--- config.mk ---
export PLATFORM = sky130hd
export DESIGN_NAME = gbs_chain
export DESIGN_NICKNAME = d
export VERILOG_FILES = /design/src/hdl/gbs_pkg.sv /design/src/hdl/gbs_cell.sv /design/src/hdl/gbs_chain.sv
export SDC_FILE = /design/constraint.sdc
export NUM_CORES = 2
export LEC_CHECK = 0
export BUFFER_PORTS_ARGS = -buffer_cell sky130_fd_sc_hd__buf_4
export CORE_ASPECT_RATIO = 1.2
export CORE_UTILIZATION = 55
export CTS_CLUSTER_SIZE = 20
export DETAILED_ROUTE_END_ITERATION = 12
export PLACE_DENSITY = 0.74
export SLEW_MARGIN = 5
export SYNTH_ARGS = -nofsm -noshare
export SYNTH_HDL_FRONTEND = slang
export SYNTH_SLANG_ARGS = --single-unit
--- constraint.sdc ---
create_clock -name clk -period 95.7 [get_ports clk]
set_input_delay 19.14 -clock clk [delete_from_list [all_inputs] [get_ports clk]]
set_output_delay 19.14 -clock clk [all_outputs]
set_load 0.005 [all_outputs]
--- src/hdl/gbs_pkg.sv ---
// ----------------------------------------------------------------------------
// gbs_pkg
// Types and sizes shared by the greedy box suppression block.
// ----------------------------------------------------------------------------
package gbs_pkg;

	localparam int MAX_KEPT   = 64;
	localparam int COORD_BITS = 16;
	localparam int SIZE_BITS  = COORD_BITS - 1;
	localparam int AREA_BITS  = 2 * SIZE_BITS;
	localparam int UNI_BITS   = AREA_BITS + 1;
	localparam int THR_BITS   = 9;
	localparam int FRAC_SHIFT = 8;
	localparam int PROD_BITS  = UNI_BITS + THR_BITS;
	localparam int EDGE_BITS  = COORD_BITS + 2;
	localparam int CNT_BITS   = $clog2(MAX_KEPT + 1);
	localparam int SLOT_BITS  = 6;
	localparam int IOU_LAT    = 6;
	localparam int SCAN_BITS  = $clog2(MAX_KEPT + IOU_LAT);
	localparam int SUM_BITS   = SCAN_BITS + 1;
	localparam int THR_RESET  = 115;

	typedef struct packed {
		logic signed [COORD_BITS-1:0] left;
		logic signed [COORD_BITS-1:0] top;
		logic        [SIZE_BITS-1:0]  width;
		logic        [SIZE_BITS-1:0]  height;
	} box_t;

	typedef struct packed {
		box_t                 box;
		logic [AREA_BITS-1:0] area;
	} entry_t;

	typedef struct packed {
		logic rot;
		logic app;
	} chain_ctl_t;

endpackage

--- src/hdl/gbs_cell.sv ---
// ----------------------------------------------------------------------------
// gbs_cell
// One slot of the kept list: holds a box and its area, loads from its neighbor.
// ----------------------------------------------------------------------------
module gbs_cell import gbs_pkg::*; (
	input  logic   clk,
	input  logic   en,
	input  entry_t d,
	output entry_t q
);

	entry_t entry_q;

	always_ff @(posedge clk) begin
		if (en) begin
			entry_q <= d;
		end
	end

	assign q = entry_q;

endmodule

--- src/hdl/gbs_chain.sv ---
// ----------------------------------------------------------------------------
// gbs_chain
// Row of kept-list cells. Rotates toward the head during a scan and shifts a
// new entry in at the tail on append; valid entries sit at the tail end.
// ----------------------------------------------------------------------------
module gbs_chain import gbs_pkg::*; (
	input  logic       clk,
	input  chain_ctl_t ctl,
	input  entry_t     new_entry,
	output entry_t     head
);

	entry_t cell_q [MAX_KEPT];
	entry_t cell_d [MAX_KEPT];
	logic   shift_en;

	assign shift_en = ctl.rot | ctl.app;

	genvar i;
	generate
		for (i = 0; i < MAX_KEPT; i++) begin : g_cell
			if (i == MAX_KEPT - 1) begin : g_tail
				// wrap the head around on rotate, take the new box on append
				assign cell_d[i] = ctl.rot ? cell_q[0] : new_entry;
			end else begin : g_body
				assign cell_d[i] = cell_q[i+1];
			end
			gbs_cell u_cell (
				.clk (clk),
				.en  (shift_en),
				.d   (cell_d[i]),
				.q   (cell_q[i])
			);
		end
	endgenerate

	assign head = cell_q[0];

endmodule

# Word-level counts from Yosys, hierarchy flattened
# Index checks and enable logic that the tools add are counted.
[classes]
reduce_logical = 0
div = 0
add_sub_neg = 0
n_mul = 0
order_cmp = 0
n_mux = 1
n_bitwise = 1
n_shift = 0
eq_ne = 0
[ops]
columns = ["cell", "n"]
rows = [
  ["$mux 92", 1],
  ["$or 1x1->1", 1],
]
[word_totals]
in_bits = 95
rom_bits = 0
memories = 0
reg_bits = 5888
mem_bits_rw = 0
latchBits = 0

# Depth between registers and ports, before layout
[logic_depth]
depth_word = 1
depth_mapped = 3
mapped_depth_nobuf = 1

# Cells and area by module
# From an unflattened synthesis, not the netlist that was laid out.
[hier_totals]
hier_cells = 5991
area_unflattened_um2 = 178207.2
[modules_own_cells]
columns = ["mod", "seq_area_each_um2", "cells_each", "area_per_inst_um2", "instances"]
rows = [
  ["gbs_cell", 2762.6, 92, 2762.6, 64],
  ["gbs_chain", 0.0, 103, 1397.6, 1],
]

# Worst setup path after synthesis
# OpenSTA, ideal clock, no wires.
[synth_path]
kind = "input -> register"
startpoint = "in ctl[1] (netlist name)"
endpoint = "reg g_cell[0].u_cell.entry_q, in the netlist g_cell[0].u_cell.q[0], enable pin"
setup_time_ns = 3.943
t_required_ns = 91.757
n_path_buf = 2
arrival_time_ns = 88.734
cell_stages = 3
slack_ns = 3.023
path_cell_list = "buf_4 -> buf_6 -> or2_2"
[synth_via]
elab_chain_len = 1
[synth_lines]
columns = ["element", "line", "text"]
rows = [
  ["start, declared", "gbs_chain.sv:8", "input chain_ctl_t ctl,"],
  ["$or 1x1->1", "gbs_chain.sv:17", "assign shift_en = ctl.rot | ctl.app;"],
  ["named net g_cell[0].u_cell.en", "gbs_cell.sv:7", "input logic en,"],
  ["end signal, assigned", "gbs_cell.sv:16", "entry_q <= d;"],
  ["end, declared", "gbs_cell.sv:12", "entry_t entry_q;"],
]
# The timed path passes the listed nets, and every way through them passes these cells.
# A chain may end at the register's enable or synchronous reset.

# Final worst setup path
[layout_path]
startpoint = "in ctl[1] (netlist name)"
endpoint = "reg g_cell[61].u_cell.entry_q, in the netlist g_cell[61].u_cell.q[26], enable pin"
[layout_via]
elab_chain_len = 1
[layout_lines]
columns = ["element", "line"]
rows = [
  ["$or 1x1->1", "gbs_chain.sv:17"],
  ["named net g_cell[0].u_cell.en", "gbs_cell.sv:7"],
  ["end signal, assigned", "gbs_cell.sv:16"],
  ["end, declared", "gbs_cell.sv:12"],
]
# The timed path passes the listed nets, and every way through them passes these cells.

==> flow_summary.json <==
{
  "cts_made_buffers": 536,
  "vias": 56600,
  "drive_gt1_share_pct": 14.9,
  "hold_class": "register to register",
  "grt_pass1_wl_mm": 336,
  "cp_slowest_cell": "buf_4",
  "htree_levels": 6,
  "post_drt_wl_per_cell_um": 18.4,
  "layout_common_cells": "edfxtp_1 (5888), clkbuf_16 (542), buf_4 (231), clkbuf_1 (111), clkinv_1 (111)",
  "dp_cells": 10500,
  "grt_max_degree": 229,
  "clk_path_buf_depth": 4,
  "dp_hpwl_mm": 85.4,
  "synth_top_area_cell": "edfxtp_1",
  "yosys-top-cells-area": "edfxtp_1 (99%), mux2_4 (0.58%), mux2_2 (0.15%)",
  "crit_required_ns": 96.30,
  "grt_util_all_layers_pct": 13.1,
  "min_from": "g_cell[6].u_cell.q[4]",
  "hold_violations": 0,
  "finalSetupTns_ns": 0,
  "grt_pass1_vias": 56800,
  "critPathArrivalTime_ns": 28.01,
  "antenna_found_initial": 4,
  "yosys_warnings": 0,
  "n_fill_cell": 20200,
  "cts_setup_buffers": 0,
  "ios": 187,
  "initial_core_util_pct": 55.4,
  "cts_hold_buffers": 0,
  "clk_pin_slew_ns": 0.07,
  "rows": 228,
  "multiInputGateArea_um2": 1300,
  "yosysUniqueCellTypes": 7,
  "cts_sinks": 5888,
  "core-area_um2": 322000,
  "p_per_area_nw_per_um2": 26.6,
  "ys_ff_latch": 5888,
  "grt_overflow": 0,
  "clockRootBuffer": "clkbuf_16",
  "dr.pass1.iters": 5,
  "r2r-end": "g_cell[63].u_cell.q[72]",
  "gp_congestion": 0.708,
  "worstMarginPinSlew_ns": 1.22,
  "finalNonFillerCells": 11400,
  "critPathMaxFanout": 212,
  "status": "finished clean",
  "rsz0062_at_grt": "no",
  "io_buffers": 186,
  "finalCritPeriodShare_pct": 28.6,
  "area_growth_pct": 13.6,
  "die_h_um": 626,
  "crit_path_frequent_cell": "buf_4",
  "vias_per_cell": 4.95,
  "hold_path_end": "g_cell[5].u_cell.q[4]",
  "seq_area_um2": 177000,
  "slew_headroom_pct": 18.7,
  "post_cts_resize_count": 0,
  "maxSlewViolCount": 0,
  "seq_area_frac_synth_pct": 99.2,
  "period_needed_ns": 27.41,
  "synth_top_area_share_pct": 99.2,
  "path_cells": "clkbuf_8 > or2_4 > buf_12 > buf_4 > buf_4 > buf_4 > buf_12 > buf_4 > buf_4 > buf_4 > buf_4",
  "clk_latency_ns": 0.99,
  "route.detailed.drc": 0,
  "ant_nets": 0,
  "syn_inst": 5991,
  "cap_violations": 0,
  "fin_nets": 6858,
  "max_freq_ghz": 0.0365,
  "cts_tree": "yes",
  "crit_type": "input pin to register",
  "largest_reg_flops": 5888,
  "die_w_um": 522,
  "worst_clock_skew_ns": 0.0414,
  "drtIter0Drc": 4952,
  "worstSetupEndpointType": "register",
  "syn_area_um2": 178000,
  "power_leakage_nw": 70.2,
  "reg2reg_depth": 1,
  "avgSynthCellArea_um2": 29.7,
  "dieArea_um2": 326000,
  "synth_nets": 6086,
  "layout_commonest_cell": "edfxtp_1",
  "cp-start-kind": "input pin",
  "critical-path-max-stage-delay_ns": 0.97,
  "reg2reg_from": "g_cell[0].u_cell.q[72]",
  "drt_wl_total_mm": 210,
  "hold_path_depth": 0,
  "ir_drop_v": 0.0000225,
  "reg2reg_slack_ns": 94.57,
  "setup_violations": 0
}
routing by layer:
metal	track usage [%]	wire (um)	vias to the layer above
li1	-	-	26100
met1	21.3	104000	29200
met2	17.9	92100	851
met3	2.79	8930	405
met4	4.31	5430	0
met5	0	0	-
synth_stat cells:
cell / number
buf_2: 2
mux2_2: 23
mux2_4: 69
or2_2: 1
edfxtp_1: 5888
buf_6: 7
buf_4: 1
layout make-up:
type	count	area share, %
antenna	2	0.00247
tap	4255	2.63
clock inverter	303	1.46
clock buffer	653	6.91
timing repair buffer	244	0.982
sequential	5888	87.4
multi-input combinational	93	0.644
where the power goes:
part / switching, W / internal, W
Combinational: 0.0000492 / 0.0000147
Clock: 0.000912 / 0.00114
Sequential: 0.0000885 / 0.00318
worst max path at each step:
| stage | startpoint | end | slack (ns) |
|---|---|---|---|
| floorplan | ctl[1] | g_cell[0].u_cell.q[0] | 3.02 |
| global placement | ctl[1] | g_cell[0].u_cell.q[34] | 67.51 |
| detailed placement | ctl[1] | g_cell[0].u_cell.q[30] | 67.03 |
| CTS | ctl[1] | g_cell[9].u_cell.q[34] | 68.36 |
| global route | ctl[1] | g_cell[63].u_cell.q[34] | 67.66 |
| finish | ctl[1] | g_cell[61].u_cell.q[26] | 68.29 |
stage by stage:
step	total power [W]	setup WS (ns)	util, %	area (um2)	hold slack, ns
2_1_floorplan	0.00367	3.02	-	178000	0.400
3_3_place_gp	0.00338	67.51	57.6	185000	0.401
3_5_place_dp	0.00338	67.03	57.6	185000	0.405
4_1_cts	0.00546	68.36	62.9	202000	0.392
5_1_grt	0.00559	67.66	62.9	202000	0.394
6_report	0.00539	68.29	62.9	202000	0.388
kinds of logic after synthesis:
kind of cell | count (synthesis) | synth area share (%)
flip-flops | 5888 | 99.2
multiplexers | 92 | 0.727
buffers and inverters | 10 | 0.0541
AND/OR/NAND/NOR | 1 | 0.00351
worst max-delay path, delay by kind of cell:
kind | cells | cell delay, ns
buffers and inverters | 10 | 7.39
and+or+nand+nor | 1 | 0.70
No activity file was read; power rests on OpenSTA's default activity.
