==> config.mk <==
export PLATFORM = sky130hd
export DESIGN_NAME = gbs_iou
export DESIGN_NICKNAME = d
export VERILOG_FILES = /design/src/hdl/gbs_pkg.sv /design/src/hdl/gbs_iou.sv
export SDC_FILE = /design/constraint.sdc
export NUM_CORES = 2
export LEC_CHECK = 0
export BUFFER_PORTS_ARGS = -buffer_cell sky130_fd_sc_hd__buf_2
export CORE_ASPECT_RATIO = 0.9
export CORE_MARGIN = 3
export CORE_UTILIZATION = 63
export DETAILED_ROUTE_END_ITERATION = 8
export GPL_ROUTABILITY_DRIVEN = 1
export HOLD_SLACK_MARGIN = 0.15
export PLACE_DENSITY_LB_ADDON = 0.2
export SLEW_MARGIN = 20
export SYNTH_ARGS = -nofsm -noshare
export SYNTH_HDL_FRONTEND = slang
export SYNTH_SLANG_ARGS = --single-unit
==> constraint.sdc <==
create_clock -name clk -period 7 [get_ports clk]
set_input_delay 0.7 -clock clk [delete_from_list [all_inputs] [get_ports clk]]
set_output_delay 0.7 -clock clk [all_outputs]
set_load 0.01 [all_outputs]
==> src/hdl/gbs_pkg.sv <==
// ----------------------------------------------------------------------------
// gbs_pkg
// Types and sizes shared by the greedy box suppression block.
// ----------------------------------------------------------------------------
package gbs_pkg;

	localparam int MAX_KEPT   = 64;
	localparam int COORD_BITS = 16;
	localparam int SIZE_BITS  = COORD_BITS - 1;
	localparam int AREA_BITS  = 2 * SIZE_BITS;
	localparam int UNI_BITS   = AREA_BITS + 1;
	localparam int THR_BITS   = 9;
	localparam int FRAC_SHIFT = 8;
	localparam int PROD_BITS  = UNI_BITS + THR_BITS;
	localparam int EDGE_BITS  = COORD_BITS + 2;
	localparam int CNT_BITS   = $clog2(MAX_KEPT + 1);
	localparam int SLOT_BITS  = 6;
	localparam int IOU_LAT    = 6;
	localparam int SCAN_BITS  = $clog2(MAX_KEPT + IOU_LAT);
	localparam int SUM_BITS   = SCAN_BITS + 1;
	localparam int THR_RESET  = 115;

	typedef struct packed {
		logic signed [COORD_BITS-1:0] left;
		logic signed [COORD_BITS-1:0] top;
		logic        [SIZE_BITS-1:0]  width;
		logic        [SIZE_BITS-1:0]  height;
	} box_t;

	typedef struct packed {
		box_t                 box;
		logic [AREA_BITS-1:0] area;
	} entry_t;

	typedef struct packed {
		logic rot;
		logic app;
	} chain_ctl_t;

endpackage

==> src/hdl/gbs_iou.sv <==
// ----------------------------------------------------------------------------
// gbs_iou
// Pipelined overlap test: flags inter*256 > threshold*union, union nonzero.
// ----------------------------------------------------------------------------
module gbs_iou import gbs_pkg::*; (
	input  logic                clk,
	input  logic                arst_n,
	input  logic                valid,
	input  entry_t              cand,
	input  entry_t              kept,
	input  logic [THR_BITS-1:0] thr,
	output logic                hit
);

	logic signed [EDGE_BITS-1:0] nl, nt, nr, nb, kl, kt, kr, kb;
	logic signed [EDGE_BITS-1:0] x0_c, y0_c, x1_c, y1_c;
	logic signed [EDGE_BITS-1:0] x0_s1, y0_s1, x1_s1, y1_s1;
	logic signed [EDGE_BITS-1:0] dx_c, dy_c;
	logic [AREA_BITS-1:0]        an_s1, ak_s1, an_s2, ak_s2, an_s3, ak_s3;
	logic [SIZE_BITS-1:0]        iw_s2, ih_s2;
	logic [AREA_BITS-1:0]        inter_s3, inter_s4;
	logic [UNI_BITS-1:0]         uni_s4;
	logic [PROD_BITS-1:0]        lhs_s5, rhs_s5;
	logic                        upos_s5;
	logic                        v_s1, v_s2, v_s3, v_s4, v_s5;
	logic                        hit_s6;

	assign nl = EDGE_BITS'(cand.box.left);
	assign nt = EDGE_BITS'(cand.box.top);
	assign kl = EDGE_BITS'(kept.box.left);
	assign kt = EDGE_BITS'(kept.box.top);
	assign nr = nl + $signed(EDGE_BITS'(cand.box.width));
	assign nb = nt + $signed(EDGE_BITS'(cand.box.height));
	assign kr = kl + $signed(EDGE_BITS'(kept.box.width));
	assign kb = kt + $signed(EDGE_BITS'(kept.box.height));

	assign x0_c = (nl > kl) ? nl : kl;
	assign y0_c = (nt > kt) ? nt : kt;
	assign x1_c = (nr < kr) ? nr : kr;
	assign y1_c = (nb < kb) ? nb : kb;

	assign dx_c = x1_s1 - x0_s1;
	assign dy_c = y1_s1 - y0_s1;

	always_ff @(posedge clk or negedge arst_n) begin
		if (!arst_n) begin
			v_s1   <= 1'b0;
			v_s2   <= 1'b0;
			v_s3   <= 1'b0;
			v_s4   <= 1'b0;
			v_s5   <= 1'b0;
			hit_s6 <= 1'b0;
		end else begin
			v_s1   <= valid;
			v_s2   <= v_s1;
			v_s3   <= v_s2;
			v_s4   <= v_s3;
			v_s5   <= v_s4;
			hit_s6 <= v_s5 & upos_s5 & (lhs_s5 > rhs_s5);
		end
	end

	always_ff @(posedge clk) begin
		x0_s1    <= x0_c;
		y0_s1    <= y0_c;
		x1_s1    <= x1_c;
		y1_s1    <= y1_c;
		an_s1    <= cand.area;
		ak_s1    <= kept.area;
		// overlap never exceeds the narrower side, so the low bits suffice
		iw_s2    <= (dx_c > 0) ? dx_c[SIZE_BITS-1:0] : '0;
		ih_s2    <= (dy_c > 0) ? dy_c[SIZE_BITS-1:0] : '0;
		an_s2    <= an_s1;
		ak_s2    <= ak_s1;
		inter_s3 <= AREA_BITS'(iw_s2) * AREA_BITS'(ih_s2);
		an_s3    <= an_s2;
		ak_s3    <= ak_s2;
		uni_s4   <= UNI_BITS'(an_s3) + UNI_BITS'(ak_s3) - UNI_BITS'(inter_s3);
		inter_s4 <= inter_s3;
		lhs_s5   <= PROD_BITS'({inter_s4, FRAC_SHIFT'(0)});
		rhs_s5   <= PROD_BITS'(thr) * PROD_BITS'(uni_s4);
		upos_s5  <= (uni_s4 != '0);
	end

	assign hit = hit_s6;

endmodule

# Yosys cells after proc, flatten, opt, wreduce, memory -nomap -nowiden
# Index checks and enable logic that the tools add are counted.
[word_totals]
ff_bits = 450
latch_bits = 0
ram_bits = 0
rom_bits = 0
in_bits = 196
out_inout_bits = 1
elab_cells = 48
n_memories = 0
[op_classes]
add_sub_neg = 8
n_mul = 2
div_mod_pow = 0
magnitude_cmp = 7
eq_ne = 0
shifts = 0
mux = 4
bitwise = 2
n_reduce_logical = 1
[ops]
columns = ["operator", "n"]
rows = [
  ["$mux 18", 4],
  ["$add 16x16->17", 4],
  ["$gt 38x40->1", 1],
  ["$mul 9x31->40", 1],
  ["$gt 18x1->1 const B", 2],
  ["$sub 18x18->18", 2],
  ["$lt 17x17->1", 2],
  ["$gt 16x16->1", 2],
  ["$add 30x30->31", 1],
  ["$reduce_bool 31->1", 1],
  ["$sub 31x30->31", 1],
  ["$mul 15x15->30", 1],
  ["$and 1x1->1", 2],
]

# Depth between registers and ports, before layout
[depth]
ltp_word = 3
depth_mapped = 24
depth_no_buf = 23

# Least setup slack after synthesis
# No wires, ideal clock.
[synth_path]
path_kind = "reg2reg"
from = "register ih_s2[0]"
to = "register inter_s3[27]"
setup_time_ps = 63
arrival_ps = 5869
t_required_ps = 6937
setup_slack_ps = 1068
stages_incl_launch_ff = 25
path_buffers = 1
period_less_slack_ps = 5932
cell_sequence = "dfxtp_1 > clkbuf_1 > and2_1 > fa_1 > inv_1 > fa_1 > inv_1 > fa_1 > inv_1 > fa_1 > inv_1 > fa_1 > inv_1 > fa_1 > inv_1 > ha_1 > a21o_1 > a21o_1 > a21o_1 > a211oi_1 > a21o_1 > a32o_2 > o21ai_1 > a2111oi_0 > nand3b_1"
[synth_via]
elab_chain_cells = 1
[synth_rtl]
columns = ["element", "line_no", "rtl"]
rows = [
  ["from (decl)", "gbs_iou.sv:20", "logic [SIZE_BITS-1:0] iw_s2, ih_s2;"],
  ["from (signal assigned)", "gbs_iou.sv:72", "ih_s2 <= (dy_c > 0) ? dy_c[SIZE_BITS-1:0] : '0;"],
  ["$mul 15x15->30", "gbs_iou.sv:75", "inter_s3 <= AREA_BITS'(iw_s2) * AREA_BITS'(ih_s2);"],
  ["to (signal assigned)", "gbs_iou.sv:75", ""],
  ["to (decl)", "gbs_iou.sv:21", "logic [AREA_BITS-1:0] inter_s3, inter_s4;"],
]
# No other way between the ends.
# A chain may end at the register's enable or synchronous reset.

# Worst setup path in the final report
[layout_path]
from = "register ih_s2[3]"
to = "register inter_s3[27]"
# Same word-level chain as after synthesis.

==> impl_summary.txt <==
----------------------------------------------------
[Critical path]
  Worst path cell trace ... and2_1 -> fa_1 -> inv_1 -> fa_1 -> inv_1 -> fa_1 -> inv_1 -> fa_1 -> inv_1 -> fa_1 -> inv_1 -> fa_1 -> inv_1 -> ha_1 -> a21o_1 -> a21o_1 -> a21o_1 -> a211oi_1 -> a21o_1 -> a32o_2 -> o21ai_1 -> a2111oi_0 -> nand3b_1
  Crit path to ... inter_s3[27]
  Launching element of the worst setup path ... ih_s2[3]
  Endpoint required time on the critical path ... 7.52 ns
  Reg2Reg Setup Slack ... about 0.57 ns
  R2r startpoint ... ih_s2[3]
  FF-to-FF path depth ... 23
  Max FO, Critical Path ... 15
  Instance count on the critical path ... 23
  Largest delay share family, worst path ... adder cells
  Type of origin of the critical path ... flop
  Buffers and inverters on the worst path ... 6
  CP peak stage delay ... approximately 0.55 ns
  End of the worst register-to-register path ... inter_s3[27]
  Startpoint-to-endpoint class of the critical path ... reg -> reg
  Type of destination of the critical path ... flop
  Worst EP arrival ... ~7.0 ns
  Critical Path Slowest Stage Cell ... fa_1

[Timing]
  Final worst-path cycle share ... 91.92%
  Relative max-transition margin ... 32.18%
  Number of setup violations in the final report ... 0
  Final-report hold violation count ... 0
  Unrepaired setup endpoints after global routing ... no
  Setup total negative slack ... 0 ns
  Final min period ... between 6 and 7 ns
  Highest clock frequency the design can meet ... ~160 MHz
  Measured slew at the worst slew-check pin ... 1.017 ns
  Worst Clk Skew ... between 0.015 and 0.02 ns
  Final-report max-slew violation count ... 0

[Synth]
  Post-synthesis register bit count ... around 440
  Synthesized area per cell ... 9.485 um2
  Net Count, Synth ... ~4700
  Synth Cell Area ... around 35000 um2
  Share of synthesized registers carrying an async set or reset ... 1.351%
  Share of synthesized area occupied by flip-flops and latches ... about a quarter
  Most common flop cell mapped by yosys ... dfxtp_1
  Number of flops mapped to enable cells by yosys ... 0
  Syn Inst Count ... roughly 3700
  Count of synthesis-stage warnings from yosys ... 0
  Post-synthesis cell type count ... 79

[GRT]
  First-pass GRT wire length ... 123400 um
  Overall overflow remaining after global route ... 0
  All-layer global routing usage ... 26.17%
  Antenna violations before repair ... 1
  Largest net degree at the start of global routing ... 32
  Via count of the first global-routing pass ... roughly 25000

[Clock tree]
  CTS Hold Buffers Added ... 1
  Root buffer cell ... clkbuf_16
  Worst-case clock buffer depth ... 3
  Number of gates given a new drive strength after cts ... 0
  Clock transition at the registers of the reported paths ... 0.07 ns
  Number of buffers inserted during clock tree synthesis ... 45
  Number of clock sinks ... around 440
  CTS H-Tree Depth ... 2
  CTS tree ... yes
  Clk_lat worst skew ... between 0.5 and 0.6 ns
  Number of setup buffers added after CTS ... 0

[Finish]
  Synth-to-layout area growth ... 9.036%
  Net count reported at finish ... 4819
  Share of cells above drive strength 1 ... under 10%
  Antenna cell count ... 0
  Most common cell after layout, fill and taps aside ... inv_1
  Most frequent cells in the layout ... inv_1, dfxtp_1, fa_1

[Floorplan]
  Site Rows ... 81
  Die extent in y ... approximately 230 um
  Die area ... 58450 um2
  Ports ... 197
  Area of the placeable core ... 54630 um2
  Starting utilization of the core area ... roughly 64%
  Width of the die ... about 250 um

[Hold path]
  Hold Crit Class ... in -> reg

[Routing]
  DRC violation count after routing ... 0
  Vias ... 24360
  Antenna-violating nets left ... 0
  Count of TritonRoute iterations in the first routing pass ... 6
  Wire length per cell ... between 15 and 20 um
  Number of design-rule violations left by the first detailed-router iteration ... ~1300
  Via/cell ratio ... around 5.3
  Overall routed net length ... approximately 74000 um

[Job]
  Number of max-cap violations ... 0

[Run status]
  Status ... finished, final reports clean

[Placement]
  Routability-driven placement congestion ratio ... between 0.9 and 1
  HPWL after detailed placement ... between 50000 and 60000 um
  Buffers added on ports ... slightly below 200

----------------------------------------------------
==> sequential cells by signal, summed over array words and instances, names as in the netlist, 16 cells and up <==
signal    flops
an_s2        30
ak_s2        30
an_s3        30
an_s1        30
rhs_s5       40
uni_s4       31
lhs_s5       30
x0_s1        16
y0_s1        16
inter_s3     30
x1_s1        17
inter_s4     30
ak_s3        30
ak_s1        30
y1_s1        17
==> synthesized netlist by cell type, types with 46 or more instances <==
master    instances  area [um2]
nand2_1         262       983.4
and2_1          300        1877
xor2_1           46       402.9
o21ai_0          64       320.3
xnor2_1          98       858.3
fa_1            407        8148
nor2_1          113       424.2
dfxtp_1         438        8768
inv_1           739        2774
a21oi_1         149       745.7
a21o_1           89       668.1
ha_1            373        4667
clkbuf_1         94       352.8
==> routing by layer <==
layer / global-route usage (%) / share of wire [%] / up-vias
li1: - / - / 11990
met1: 34.70 / 44 / 11560
met2: 43.35 / 47 / 670
met3: 5.892 / 7.0 / 131
met4: 7.076 / 2.5 / 0
met5: 0 / 0 / -
==> worst min-delay path by stage <==
| stage | startpoint | to | slack [ns] | cells after the start |
|---|---|---|---|---|
| 4_1_cts | kept[15] | ak_s1[15] | 0.18 | 1 |
| 5_1_grt | kept[26] | ak_s1[26] | 0.19 | 1 |
| 6_report | kept[15] | ak_s1[15] | 0.21 | 1 |
| 3_5_place_dp | ak_s1[17] | ak_s2[17] | 0.31 | 0 |
| 3_3_place_gp | inter_s4[1] | lhs_s5[9] | 0.31 | 0 |
| 2_1_floorplan | ak_s1[0] | ak_s2[0] | 0.31 | 0 |
==> kinds of logic after synthesis <==
group	count (synthesis)	synth area share, %
AND/OR/NAND/NOR	911	13.49
buffers and inverters	847	9.136
adder cells (fa/ha/maj)	780	36.60
AO/OA/AOI/OAI	496	9.547
flip-flops	444	25.47
XOR/XNOR	144	3.602
multiplexers	70	2.158
==> through the flow <==
stage                     hold slack, ns  setup slack, ns  util [%]  std cells  cell area, um2
after detailed placement          0.3121           0.6412     66.94       4500           36570
after global routing              0.1864           0.3257     69.90       4583           38180
after floorplan                   0.3096            1.068         -       3692           35020
final                             0.2129           0.5655     69.90       4583           38180
after global placement            0.3100           0.7655     66.94       4500           36570
after CTS                         0.1786           0.6154     69.90       4583           38180
==> final cells by class <==
cell class / count / area, um2
multi-input combinational: 2401 / 22900
timing repair buffer: 212 / 1104
tap: 705 / 882.1
fill: 4256 / 16440
sequential: 444 / 8919
inverter: 739 / 2774
clock buffer: 57 / 1295
clock inverter: 25 / 309.0
Power is not shown: default switching activity piles up to over one toggle a cycle in this logic, so the estimate is an artifact.
